$ cat config.mk
export PLATFORM = sky130hd
export DESIGN_NAME = crvc_formula_eval
export DESIGN_NICKNAME = d
export VERILOG_FILES = /design/src/rtl/core/crvc_pkg.sv /design/src/rtl/core/crvc_formula_eval.sv
export SDC_FILE = /design/constraint.sdc
export NUM_CORES = 1
export LEC_CHECK = 0
export ABC_AREA = 1
export BUFFER_PORTS_ARGS = -buffer_cell sky130_fd_sc_hd__buf_2
export CAP_MARGIN = 25
export CORE_AREA = 5 5 426 428
export DETAILED_ROUTE_END_ITERATION = 12
export DIE_AREA = 0 0 431 433
export PLACE_DENSITY = 0.3
export SETUP_SLACK_MARGIN = 0.3
export SKIP_LAST_GASP = 1
export SLEW_MARGIN = 20
export SYNTH_ARGS = -nofsm -noshare
export SYNTH_HDL_FRONTEND = slang
export SYNTH_SLANG_ARGS = --single-unit
export TNS_END_PERCENT = 1
$ cat constraint.sdc
create_clock -name clk -period 1.5 [get_ports clk]
set_input_delay 0.3 -clock clk [delete_from_list [all_inputs] [get_ports clk]]
set_output_delay 0.3 -clock clk [all_outputs]
set_load 0.01 [all_outputs]
$ cat src/rtl/core/crvc_pkg.sv
// Package for the CNF rule vote classifier: default sizes, register and mode codes,
// and the item and pipeline tag types. No dependencies.
package crvc_pkg;

  localparam int ATTRIBUTES_DEF = 64;
  localparam int CLASSES_DEF = 8;
  localparam int FORMULAS_DEF = 8;
  localparam int CLAUSES_DEF = 8;

  localparam int CFG_W = 4;
  localparam logic [CFG_W-1:0] CLASSES_IN_USE_RESET = 4'd8;

  localparam logic REG_CLASSES_IN_USE = 1'b0;

  localparam logic MODE_LOAD = 1'b0;
  localparam logic MODE_CLASSIFY = 1'b1;

  typedef struct packed {
    logic        mode;
    logic [2:0]  class_select;
    logic [2:0]  formula_select;
    logic [2:0]  clause_select;
    logic [63:0] positive_mask;
    logic [63:0] negative_mask;
    logic        clause_used;
    logic        formula_present;
    logic [63:0] row_bits;
  } crvc_item_t;

  typedef struct packed {
    logic [2:0] winning_class;
    logic [3:0] winning_votes;
    logic       was_load;
  } crvc_result_t;

  typedef struct packed {
    logic valid;
    logic class_end;
    logic item_end;
  } crvc_tag_t;

endpackage

$ cat src/rtl/core/crvc_formula_eval.sv
// Formula evaluator: checks all clauses of one formula against the attribute row
// and registers whether the formula holds. Depends on crvc_pkg.
module crvc_formula_eval #(
  parameter int ATTRIBUTES = crvc_pkg::ATTRIBUTES_DEF,
  parameter int CLAUSES = crvc_pkg::CLAUSES_DEF
) (
  input  logic                               clk,
  input  logic                               rst,
  input  logic [ATTRIBUTES-1:0]              row,
  input  logic [CLAUSES-1:0][2*ATTRIBUTES:0] rows,
  input  logic                               present,
  input  crvc_pkg::crvc_tag_t                in_tag,
  output logic                               holds,
  output crvc_pkg::crvc_tag_t                out_tag
);
  import crvc_pkg::*;

  logic [CLAUSES-1:0] sat;

  always_comb begin
    for (int b = 0; b < CLAUSES; b++) begin
      sat[b] = !rows[b][2*ATTRIBUTES] ||
               (|((row & rows[b][ATTRIBUTES-1:0]) |
                  (~row & rows[b][2*ATTRIBUTES-1:ATTRIBUTES])));
    end
  end

  always_ff @(posedge clk) begin
    holds <= present && (&sat);
  end

  always_ff @(posedge clk) begin
    if (rst) begin
      out_tag <= '0;
    end else begin
      out_tag <= in_tag;
    end
  end

endmodule

==> results.sh <==
export IMPL_rsz0062_at_grt="yes"
export IMPL_cap_violations=0
export IMPL_crit_start="row[14]"
export IMPL_gr_usage_met3_pct=3.160
export IMPL_vias=18282
export IMPL_die_area_sq_um=186600
export IMPL_worstHoldPathType="primary input to register"
export IMPL_drive_gt1_share_pct=47.28
export IMPL_cts_tree="built"
export IMPL_synthMuxAreaShare_pct=0
export IMPL_min_delay_start="rst"
export IMPL_power_density_nw_per_um2=304.1
export IMPL_p_leak_nw=10.87
export IMPL_synth_xor_area_share_pct=0
export IMPL_fin_nets=4391
export IMPL_syn2layout_area_growth_pct=142.9
export IMPL_clk_pin_slew_ps=50
export IMPL_setup_viol=1
export IMPL_period_needed_ps=1919
export IMPL_synth_area_top_cells="nand2_1, nor2_1, nand3_1"
export IMPL_yosysTopAreaCell="nand2_1"
export IMPL_clock_path_buffers=2
export IMPL_grt_max_degree=10
export IMPL_cp_max_fo=5
export IMPL_synthAdderAreaFrac_pct=0
export IMPL_post_drt_wl_per_cell_um=27.18
export IMPL_cp_start_kind="primary input"
export IMPL_cts_htree_levels=1
export IMPL_drc=0
export IMPL_violations="negative setup slack"
export IMPL_cp_data_arrival_time_ps=2070
export IMPL_layout_setup_ws_ps=-419.4
export IMPL_port_buffers=1105
export IMPL_synth_nets=3030
export IMPL_core_sq_um=177500
export IMPL_ys_seq_area_share_pct=0.9995
export IMPL_grt_overflow=0
export IMPL_grt_pass1_wl_mm=189.1
export IMPL_crit_type="primary input to register"
export IMPL_fmax_mhz=521.0
export IMPL_drt_iter0_markers=1244
export IMPL_n_fill_cell=21447
export IMPL_slowest_delay_ps=320
export IMPL_required_ps=1650
export IMPL_grtUsageMet1_pct=17.70
export IMPL_antenna_left=0
export IMPL_cp_cell_sequence="buf_2, buf_12, inv_4, buf_4, buf_4, nand2_1, nand3_1, nor3_4, nand3_2, nor2_1, nand2_1, nand4_1, nor2_2"
export IMPL_detailedPlace_worstSlack_ps=-1499
export IMPL_synth_compound_area_share_pct=5.466
export IMPL_hold_viol_final=0
export IMPL_period_share_pct=128.0
export IMPL_min_to="out_tag[2]$_SDFF_PP0_"
export IMPL_vias_per_cell=3.227
export IMPL_synth_seq_cells=4
export IMPL_synthCells=1928
export IMPL_hold_path_depth=2
export IMPL_grt_pass1_vias=18603
export IMPL_firstDrtPassIters=5
export IMPL_status="finished with violations"
export IMPL_yosys_area_share_simple_pct=81.79
export IMPL_fin_util_pct=10.97
export IMPL_worstMarginPinSlew_ps=532.7
export IMPL_use_met2_pct=30.57
export IMPL_finalMaxSlewViolations=0
export IMPL_final_cells=5665
export IMPL_grt_busiest_layer="met2"
export IMPL_synth_avg_cell_area_sq_um=4.155
export IMPL_cts_hold_buf=0
export IMPL_root_buffer="clkbuf_16"
export IMPL_numCtsBuffers=3
export IMPL_grt_total_usage_pct=15.56
export IMPL_io_pins=1106
export IMPL_crit_path_end_kind="register"
export IMPL_synth_warnings=0
export IMPL_ir_drop_mv=0.2247
export IMPL_synth_distinct_cells=23
export IMPL_netlist_area_sq_um=8011
export IMPL_start_util_pct=4.515
export IMPL_die_x_um=431
export IMPL_cts_sinks=4
export IMPL_hpwl_mm=146.3
export IMPL_rows=155
export IMPL_fp_dieH_um=433
export IMPL_slew_limit_headroom_pct=64.38
export IMPL_placed_cells_incl_taps=5632
export IMPL_cp_slowest_cell="nor3_4"
export IMPL_synth_top_area_share_pct=58.19
export IMPL_place_congestion=0.9660
export IMPL_synth_top_family_by_area="simple AND/OR/NAND/NOR gates"
export IMPL_drt_total_wl_mm=154.0
export IMPL_antenna_found_initial=122
-- power by group --
part           switching (mW)  internal, mW
Sequential            0.00527         0.112
Combinational            2.97          2.31
Clock                   0.164         0.349
Total                    3.14          2.77
-- kinds of logic after synthesis --
group,count (synthesis)
compound gates,72
buf+inv,186
flops,4
simple gates,1666
-- final cells by class --
cell class                      instances  area [sq um]  share of cell area [%]
Antenna cell                           23         57.56                  0.2957
Clock buffer                            3         75.07                  0.3857
Inverter                              122         590.6                   3.034
Multi-Input combinational cell       1738          7333                   37.68
Sequential cell                         4         80.08                  0.4114
Tap cell                             2355          2947                   15.14
Timing Repair Buffer                 1420          8379                   43.05
-- through the flow --
step | area, sq um | hold WS (ps) | power [mW] | setup TNS, ps
floorplan | 8422 | 371.2 | 1.831 | 0
finish | 19460 | 224.1 | 5.919 | -419.4
global placement | 18900 | 492.2 | 5.489 | -1501
global route | 19420 | 235.0 | 6.469 | -558.5
detailed placement | 18900 | 494.5 | 5.448 | -1499
CTS | 19170 | 201.6 | 6.098 | -649.7
-- worst max-delay path by stage --
stage	slack, ps	end	cells after the start
global placement	-1500	holds$_DFF_P_	13
finish	-420	holds$_DFF_P_	13
CTS	-650	holds$_DFF_P_	14
global route	-560	holds$_DFF_P_	14
floorplan	260	holds$_DFF_P_	13
detailed placement	-1500	holds$_DFF_P_	13
-- what timing repair did --
item                       4_1_cts  5_1_grt
setup endpoints to repair        2        2
resized for setup               43       62
buffers inserted                 6        1
pin swaps                        9       20
-- cells in the final DEF, fill, tap and decap left out, types with 4 or more instances in the layout --
cell      netlist  layout
nor3_1         22      16
buf_2           3    1099
nand3_2         0       9
nor2_1        238     208
inv_4           1      39
and3_1          5       5
dfxtp_1         4       4
buf_4          59     277
diode_2         0      23
o21ai_0        18      16
nor2_2          0      17
nor3_2          0       4
nand4_1        40      40
inv_2          51      15
nor2_4          0      13
a22oi_1        21      21
nand2_1      1242    1223
nand3_1       115     103
clkbuf_4        0       4
buf_12          0      36
a21oi_1        25      23
nand2_2         0      16
inv_1          70      62
inv_6           0       4
nand3b_1        4       4
-- sequential cells by signal, summed over array words and instances, names as in the netlist --
name     count
holds        1
out_tag      3
-- worst max-delay path: cells and delay by family --
family	cells	cell delay, ps
AND/OR/NAND/NOR	8	1210
buffers and inverters	5	530
-- synthesized netlist by cell type --
library cell and count:
buf_2 3, nor2_1 238, a22o_1 2, and3_1 5, a21boi_1 1, o21ai_0 18, a21oi_1 25, a22oi_1 21
inv_1 70, buf_4 59, nand2_1 1242, nand3b_1 4, inv_4 1, dfxtp_1 4, o21a_1 1, nand3_1 115
a21boi_0 2, buf_6 2, o21ai_2 1, nand4_1 40, nor3_1 22, a21oi_2 1, inv_2 51
-- routing by layer --
layer | part of all wire [%] | up-vias
li1 | - | 8710
met1 | 38 | 8469
met2 | 54 | 866
met3 | 6.7 | 183
met4 | 1.5 | 54
met5 | 0.25 | -
Note: power is estimated with default switching activity, not from simulation.
