File: src/rtl/core/crvc_pkg.sv
// Package for the CNF rule vote classifier: default sizes, register and mode codes,
// and the item and pipeline tag types. No dependencies.
package crvc_pkg;

  localparam int ATTRIBUTES_DEF = 64;
  localparam int CLASSES_DEF = 8;
  localparam int FORMULAS_DEF = 8;
  localparam int CLAUSES_DEF = 8;

  localparam int CFG_W = 4;
  localparam logic [CFG_W-1:0] CLASSES_IN_USE_RESET = 4'd8;

  localparam logic REG_CLASSES_IN_USE = 1'b0;

  localparam logic MODE_LOAD = 1'b0;
  localparam logic MODE_CLASSIFY = 1'b1;

  typedef struct packed {
    logic        mode;
    logic [2:0]  class_select;
    logic [2:0]  formula_select;
    logic [2:0]  clause_select;
    logic [63:0] positive_mask;
    logic [63:0] negative_mask;
    logic        clause_used;
    logic        formula_present;
    logic [63:0] row_bits;
  } crvc_item_t;

  typedef struct packed {
    logic [2:0] winning_class;
    logic [3:0] winning_votes;
    logic       was_load;
  } crvc_result_t;

  typedef struct packed {
    logic valid;
    logic class_end;
    logic item_end;
  } crvc_tag_t;

endpackage

File: src/rtl/core/crvc_vote_tally.sv
// Vote tally: counts satisfied formulas per class and keeps the leading class.
// Depends on crvc_pkg.
module crvc_vote_tally #(
  parameter int CLASSES = crvc_pkg::CLASSES_DEF,
  parameter int FORMULAS_PER_CLASS = crvc_pkg::FORMULAS_DEF
) (
  input  logic                                     clk,
  input  logic                                     rst,
  input  logic                                     start,
  input  crvc_pkg::crvc_tag_t                      in_tag,
  input  logic                                     holds,
  output logic                                     done,
  output logic [$clog2(CLASSES)-1:0]               best_class,
  output logic [$clog2(FORMULAS_PER_CLASS+1)-1:0]  best_votes
);
  import crvc_pkg::*;

  localparam int CLS_W = $clog2(CLASSES);
  localparam int VOTE_W = $clog2(FORMULAS_PER_CLASS + 1);

  logic [CLS_W-1:0]  cls;
  logic [VOTE_W-1:0] votes;
  logic [VOTE_W-1:0] votes_next;

  assign votes_next = votes + VOTE_W'(holds);

  always_ff @(posedge clk) begin
    if (rst) begin
      done <= 1'b0;
      cls <= '0;
      votes <= '0;
      best_class <= '0;
      best_votes <= '0;
    end else begin
      done <= !start && in_tag.valid && in_tag.item_end;
      if (start) begin
        cls <= '0;
        votes <= '0;
        best_class <= '0;
        best_votes <= '0;
      end else if (in_tag.valid) begin
        if (in_tag.class_end) begin
          if (votes_next > best_votes) begin
            best_votes <= votes_next;
            best_class <= cls;
          end
          votes <= '0;
          cls <= cls + CLS_W'(1);
        end else begin
          votes <= votes_next;
        end
      end
    end
  end

endmodule

File: config.mk
export PLATFORM = sky130hd
export DESIGN_NAME = crvc_vote_tally
export DESIGN_NICKNAME = d
export VERILOG_FILES = /design/src/rtl/core/crvc_pkg.sv /design/src/rtl/core/crvc_vote_tally.sv
export SDC_FILE = /design/constraint.sdc
export NUM_CORES = 1
export LEC_CHECK = 0
export BUFFER_PORTS_ARGS = -buffer_cell sky130_fd_sc_hd__buf_2
export CAP_MARGIN = 10
export CORE_MARGIN = 2
export CORE_UTILIZATION = 45
export DETAILED_ROUTE_END_ITERATION = 16
export GPL_TIMING_DRIVEN = 0
export PLACE_DENSITY = 0.67
export SYNTH_ARGS = -nofsm -noshare
export SYNTH_HDL_FRONTEND = slang
export SYNTH_SLANG_ARGS = --single-unit
File: constraint.sdc
create_clock -name clk -period 2.83 [get_ports clk]
set_input_delay 0.283 -clock clk [delete_from_list [all_inputs] [get_ports clk]]
set_output_delay 0.283 -clock clk [all_outputs]
set_load 0.02 [all_outputs]
==> impl_metrics.ini, run 1 <==
[sta]
hold_violations = 0
setup_viol = 0
drv_slew = 0
tns_ps = 0
timing.final.crit_share_pct = 73.2
fin_worst_skew_ps = 2.33
max-slew-margin-rel_pct = 71.3
final.min_clock_period_ps = 2070
grt_setup_unrepaired = no
worst_pin_slew_ps = 429
fin_ws_ps = 760
clock.fmax_ghz = 0.483

[clock_network]
numCtsBuffers = 3
hold_buffers = 0
tritoncts = yes
cts_buffer_depth = 2
insertion_delay_ps = 280
htree_levels = 1
cts_setup_buffers = 0
cts.sinks = 15
cts-resized-gates = 0
root_buffer = clkbuf_4
clkTransAtPathRegs_ps = 90

[yosys]
synth_edf_count = 0
async_flop_share_pct = 0
syn_area_um2 = 746
synth_cell_type_count = 20
synth_area_leaders = dfxtp_1, ha_1, mux2i_1, nand2_1, a21oi_1
ys_seq_elements = 15
synth_top_cell_area_share_pct = 40.3
netlist_instances = 82
syn_avg_cell_area_um2 = 9.09
netlist_top_cells_count = dfxtp_1, nand2_1, ha_1, mux2i_1, a21oi_1
yosys_warnings = 0
ys_seq_area_share_pct = 40.3
yosysTopAreaCell = dfxtp_1
synth_fp_nets = 96
synthFlopType = dfxtp_1

[floorplanning]
die_y_um = 44.7
start_util_pct = 48.9
num_io_pins = 15
die_area_mm2 = 0.00200
die_w_um = 44.7
rows = 14
coreArea_mm2 = 0.00152

[placement]
io_buffer_count = 14
pre_cts_ws_ps = 703
hpwl_um = 1010
gp_congestion = 0.720
dpl_cell_area_um2 = 836
place_inst = 112

[grt]
gr-total-overflow = 0
grt_first_pass_wirelength_um = 2210
grt.total_usage_pct = 15.4
grt_pass1_vias = 547
grt_max_degree = 11
antenna_found_initial = 0

[hold_path]
min_path_type = primary input to flop

[power_and_ir_drop]
p_comb_share_pct = 8.5
swShare_pct = 24.2
leakagePower_nw = 0.362
vdd_ir_drop_max_v = 0.000344
power_density_mw_per_mm2 = 425
p_int_uw = 278
pwr-share-seq_pct = 58.2
p_switching_uw = 88.9
clock_power_share_pct = 33.4

[final_layout]
nets = 115
diodes = 0
fill_cells = 144
post-route-util_pct = 56.7
drive_above_1_share_pct = 21.0
design_area_um2 = 863
area_growth_syn_to_layout_pct = 15.8
final_cells = 116

[routing]
num_vias = 591
firstDrtPassIters = 3
wl_per_cell_um = 11.2
remaining_drc_errors = 0
wl_um = 1300
first_iter_violations = 6
ant_nets = 0
viasPerCell = 5.09

[setup_path]
cp-start-kind = flop
endpoint_kind = flop
cp.required_ps = 3050
path_class = flop to flop
arrival_ps = 2290
worst-path-max-fanout = 7

[run]
cap_viol_max_count = 0

[status]
status = finished clean
## cell families after synthesis
| family | share of synthesized area [%] |
|---|---|
| AND/OR/NAND/NOR | 21.8 |
| buffers and inverters | 3.52 |
| AO/OA/AOI/OAI | 8.56 |
| XOR/XNOR | 4.70 |
| adder cells (fa/ha/maj) | 11.7 |
| flip-flops | 40.3 |
| multiplexers | 9.40 |
## state kept, by name, summed over array words and instances (netlist names)
| register | flops |
|---|---|
| done | 1 |
| votes | 4 |
| cls | 3 |
| best_votes | 4 |
| best_class | 3 |
## routing by layer
metal,part of all wire [%],global-route usage (%),vias to the layer above
met5,0,0,-
met1,46,17.5,269
li1,-,-,311
met3,3.7,6.00,2
met4,1.5,5.45,0
met2,49,26.1,9
## layout make-up
cell class              count  area [µm²]  share of cell area, %
inverters                   4        15.0                   1.74
clock buffers               3        22.5                   2.61
flip-flops and latches     15         300                   34.8
plain buffers               3        11.3                   1.30
multi-input cells          60         419                   48.6
clock inverters             1        5.00                  0.580
repair buffers             14        70.1                   8.12
well taps                  16        20.0                   2.32
## worst max-delay path: stages (launching register included)
cell	delay [ps]
dfxtp_1	340
ha_1	160
nand3_1	90
xnor2_1	290
ha_1	330
a41o_1	270
a21oi_4	290
mux2i_1	230
## layout by cell type, fill, tap and decap left out, drive strengths merged
master and n:
mux2i 7, a41o 1, nand2b 4, clkinv 1, nand2 16, xor2 3
inv 4, or2 1, dfxtp 15, nor2 3, xnor2 1, nand3 3
o211ai 1, buf 14, a21oi 7, nand3b 4, nor2b 1, ha 7
clkbuf 6, and3 1
## stage by stage
step                      hold slack (ps)  total power [mW]
after CTS                             220             0.374
final                                 224             0.367
after global placement                441             0.250
after detailed placement              448             0.250
after floorplan                       436             0.239
after global routing                  227             0.389
## path summary, 6_finish.rpt
path	from	end	slack [ps]	cells after the start
worst min register to register	best_class[2]	best_class[2]	460	2
worst max register to register	votes[0]	best_class[1]	760	7
worst min-delay path	in_tag[0]	done	220	2
worst max-delay path	votes[0]	best_class[1]	760	7
## power by group through the flow
stage | Combinational, mW | Clock [mW] | Sequential (mW)
3_3_place_gp | 0.0311 | 0 | 0.218
6_report | 0.0311 | 0.122 | 0.214
3_5_place_dp | 0.0311 | 0 | 0.219
2_1_floorplan | 0.0197 | 0 | 0.219
4_1_cts | 0.0314 | 0.129 | 0.214
5_1_grt | 0.0341 | 0.141 | 0.214
Power figures use the tool's default switching activity.
==> run 2, diff against run 1 <==
- ABC_AREA: not set -> 1
- PLACE_DENSITY: 0.67 -> 0.7
- clock period: 2.83 -> 1.8 ns (I/O delays scaled with it)
==> run 2 against run 1 <==
  * The run now ends with setup timing left
  * Clock skew about the same
  * Sequential cell count unchanged
  * Critical endpoint is now best_votes[0]
  * Cell area increased by 18%
  * Register-to-register slack got worse by 780 ps
  * First-iteration DRC count increased by 130%
  * Sequential share of layout area decreased by 5.1 points
  * Critical path depth increased by 4
  * Largest cell class unchanged
  * Combinational power increased to 4.0 times the previous value
  * Core utilization increased by 3.6 points
  * Global-route usage increased by 1.9 points
==> impl_metrics.ini, run 2 <==
[power_and_ir_drop]
vdd_ir_drop_max_v = 0.000480
pwr-share-seq_pct = 52.0
leakagePower_nw = 0.449
p_switching_uw = 188
power_density_mw_per_mm2 = 650
p_comb_share_pct = 18.5
p_int_uw = 473
clock_power_share_pct = 29.5
swShare_pct = 28.5

[routing]
wl_um = 1670
firstDrtPassIters = 4
viasPerCell = 4.96
ant_nets = 0
remaining_drc_errors = 0
wl_per_cell_um = 11.5
first_iter_violations = 14
num_vias = 719

[placement]
hpwl_um = 1130
dpl_cell_area_um2 = 883
gp_congestion = 0.750
io_buffer_count = 14
place_inst = 137

[sta]
clock.fmax_ghz = 0.550
worst_pin_slew_ps = 238
timing.final.crit_share_pct = 101
hold_violations = 0
drv_slew = 0
fin_ws_ps = -18.4
tns_ps = -37.0
final.min_clock_period_ps = 1820
max-slew-margin-rel_pct = 84.1
finalHoldWorstSlack_ps = 112
setup_viol = 4
grt_setup_unrepaired = yes
fin_worst_skew_ps = 2.66

[yosys]
ys_seq_elements = 15
synth_cell_type_count = 19
netlist_instances = 106
netlist_top_cells_count = nand2_1, dfxtp_1, inv_1
yosysTopAreaCell = dfxtp_1
synth_top_cell_area_share_pct = 38.1
async_flop_share_pct = 0
syn_area_um2 = 788
synth.most_common_cell = nand2_1
synth_area_leaders = dfxtp_1, nand2_1, ha_1, inv_1, a21oi_1
synth_edf_count = 0
syn_avg_cell_area_um2 = 7.44
yosys_warnings = 0
synth_fp_nets = 120
ys_seq_area_share_pct = 38.1
synthFlopType = dfxtp_1

[grt]
antenna_found_initial = 0
grt.total_usage_pct = 17.3
grt_max_degree = 11
grt_pass1_vias = 628
gr-total-overflow = 0
grt_first_pass_wirelength_um = 2570

[final_layout]
design_area_mm2 = 0.00102
drive_above_1_share_pct = 32.0
final_cells = 145
layout_common_cells = nand2_1, inv_1, dfxtp_1, buf_2
final_common_cell = nand2_1
top_regs = best_votes x4, votes x4
area_growth_syn_to_layout_pct = 29.0
nets = 143
diodes = 0

[clock_network]
insertion_delay_ps = 280
cts_buffer_depth = 2
numCtsBuffers = 3
tritoncts = yes
root_buffer = clkbuf_4
cts.sinks = 15
clkTransAtPathRegs_ps = 90
htree_levels = 1

[setup_path]
slowest_stage = dfxtp_2
cp-start-kind = flop
arrival_ps = 2010
path_cells = ha_4, ha_4, xor2_2, ha_1, nand2_2, inv_1, nand2_1, nand2_2, buf_6, a21oi_1, nor2_1
cpPeakStageDelay_ps = 350
endpoint_kind = flop
worst-path-max-fanout = 5
path_class = flop to flop
cp.required_ps = 1990

[floorplanning]
coreArea_mm2 = 0.00169
start_util_pct = 46.7
die_w_um = 45.9
die_y_um = 45.9
num_io_pins = 15
rows = 15
die_area_mm2 = 0.00210

[status]
violations = setup timing
status = finished, violations left

[hold_path]
min_path_type = primary input to flop

[run]
cap_viol_max_count = 0
==> run 2: worst paths after layout <==
| path | startpoint | to | slack [ps] | depth (start not counted) |
|---|---|---|---|---|
| setup / recovery | votes[0] | best_votes[0] | -20 | 11 |
| hold / removal | in_tag[0] | done | 110 | 3 |
| setup reg to reg | votes[0] | best_votes[0] | -20 | 11 |
| hold reg to reg | best_class[1] | best_class[1] | 490 | 2 |
==> run 2: worst max-delay path: cells and delay by family (launching register included) <==
family | cells | cell delay, ps
AND/OR/NAND/NOR | 4 | 310
AO/OA/AOI/OAI | 1 | 120
XOR/XNOR | 1 | 140
buffers and inverters | 2 | 190
adder cells (fa/ha/maj) | 3 | 610
flip-flops | 1 | 350
==> run 2: power groups by stage <==
stage | Sequential [mW] | Combinational (mW) | Clock, mW
5_1_grt | 0.345 | 0.135 | 0.218
2_1_floorplan | 0.358 | 0.0707 | 0
4_1_cts | 0.344 | 0.117 | 0.200
3_3_place_gp | 0.351 | 0.102 | 0
6_report | 0.344 | 0.123 | 0.195
3_5_place_dp | 0.351 | 0.105 | 0
==> run 2: logic make-up after synthesis <==
family / after synthesis / share of synthesized area, %
flip-flops: 15 / 38.1
AO/OA/AOI/OAI: 16 / 11.1
XOR/XNOR: 1 / 1.11
buffers and inverters: 17 / 9.52
adder cells (fa/ha/maj): 7 / 11.1
AND/OR/NAND/NOR: 50 / 29.0
==> run 2: stage by stage <==
step | setup WS [ps] | power [mW] | util, %
after floorplan | 9.31 | 0.428 | -
after global placement | -112 | 0.453 | 52.3
after detailed placement | -130 | 0.456 | 52.3
after CTS | 16.5 | 0.661 | 59.3
after global routing | -110 | 0.698 | 60.2
final | -18.4 | 0.661 | 60.2
==> run 2: routing by layer <==
metal	GRT usage, %	up-vias	part of all wire (%)
met2	28.3	14	50
met4	8.00	0	1.6
met1	21.2	316	45
li1	-	385	-
met3	3.97	4	3.5
met5	0	-	0
==> run 2: cell type report <==
| type | count | area (µm²) |
|---|---|---|
| Clock buffer | 3 | 22.5 |
| Tap cell | 17 | 21.3 |
| Inverter | 15 | 56.3 |
| Sequential cell | 15 | 302 |
| Timing Repair Buffer | 18 | 104 |
| Fill cell | 155 | 672 |
| Buffer | 2 | 22.5 |
| Clock inverter | 1 | 5.00 |
| Multi-Input combinational cell | 74 | 484 |
==> run 2: what timing repair did <==
item                                    CTS  global route
endpoints found under the setup margin    7             7
hold buffers                              0             0
pin swaps                                 2             0
resized for setup                        12             4
buffers inserted                          2             0
cloned                                    1             1
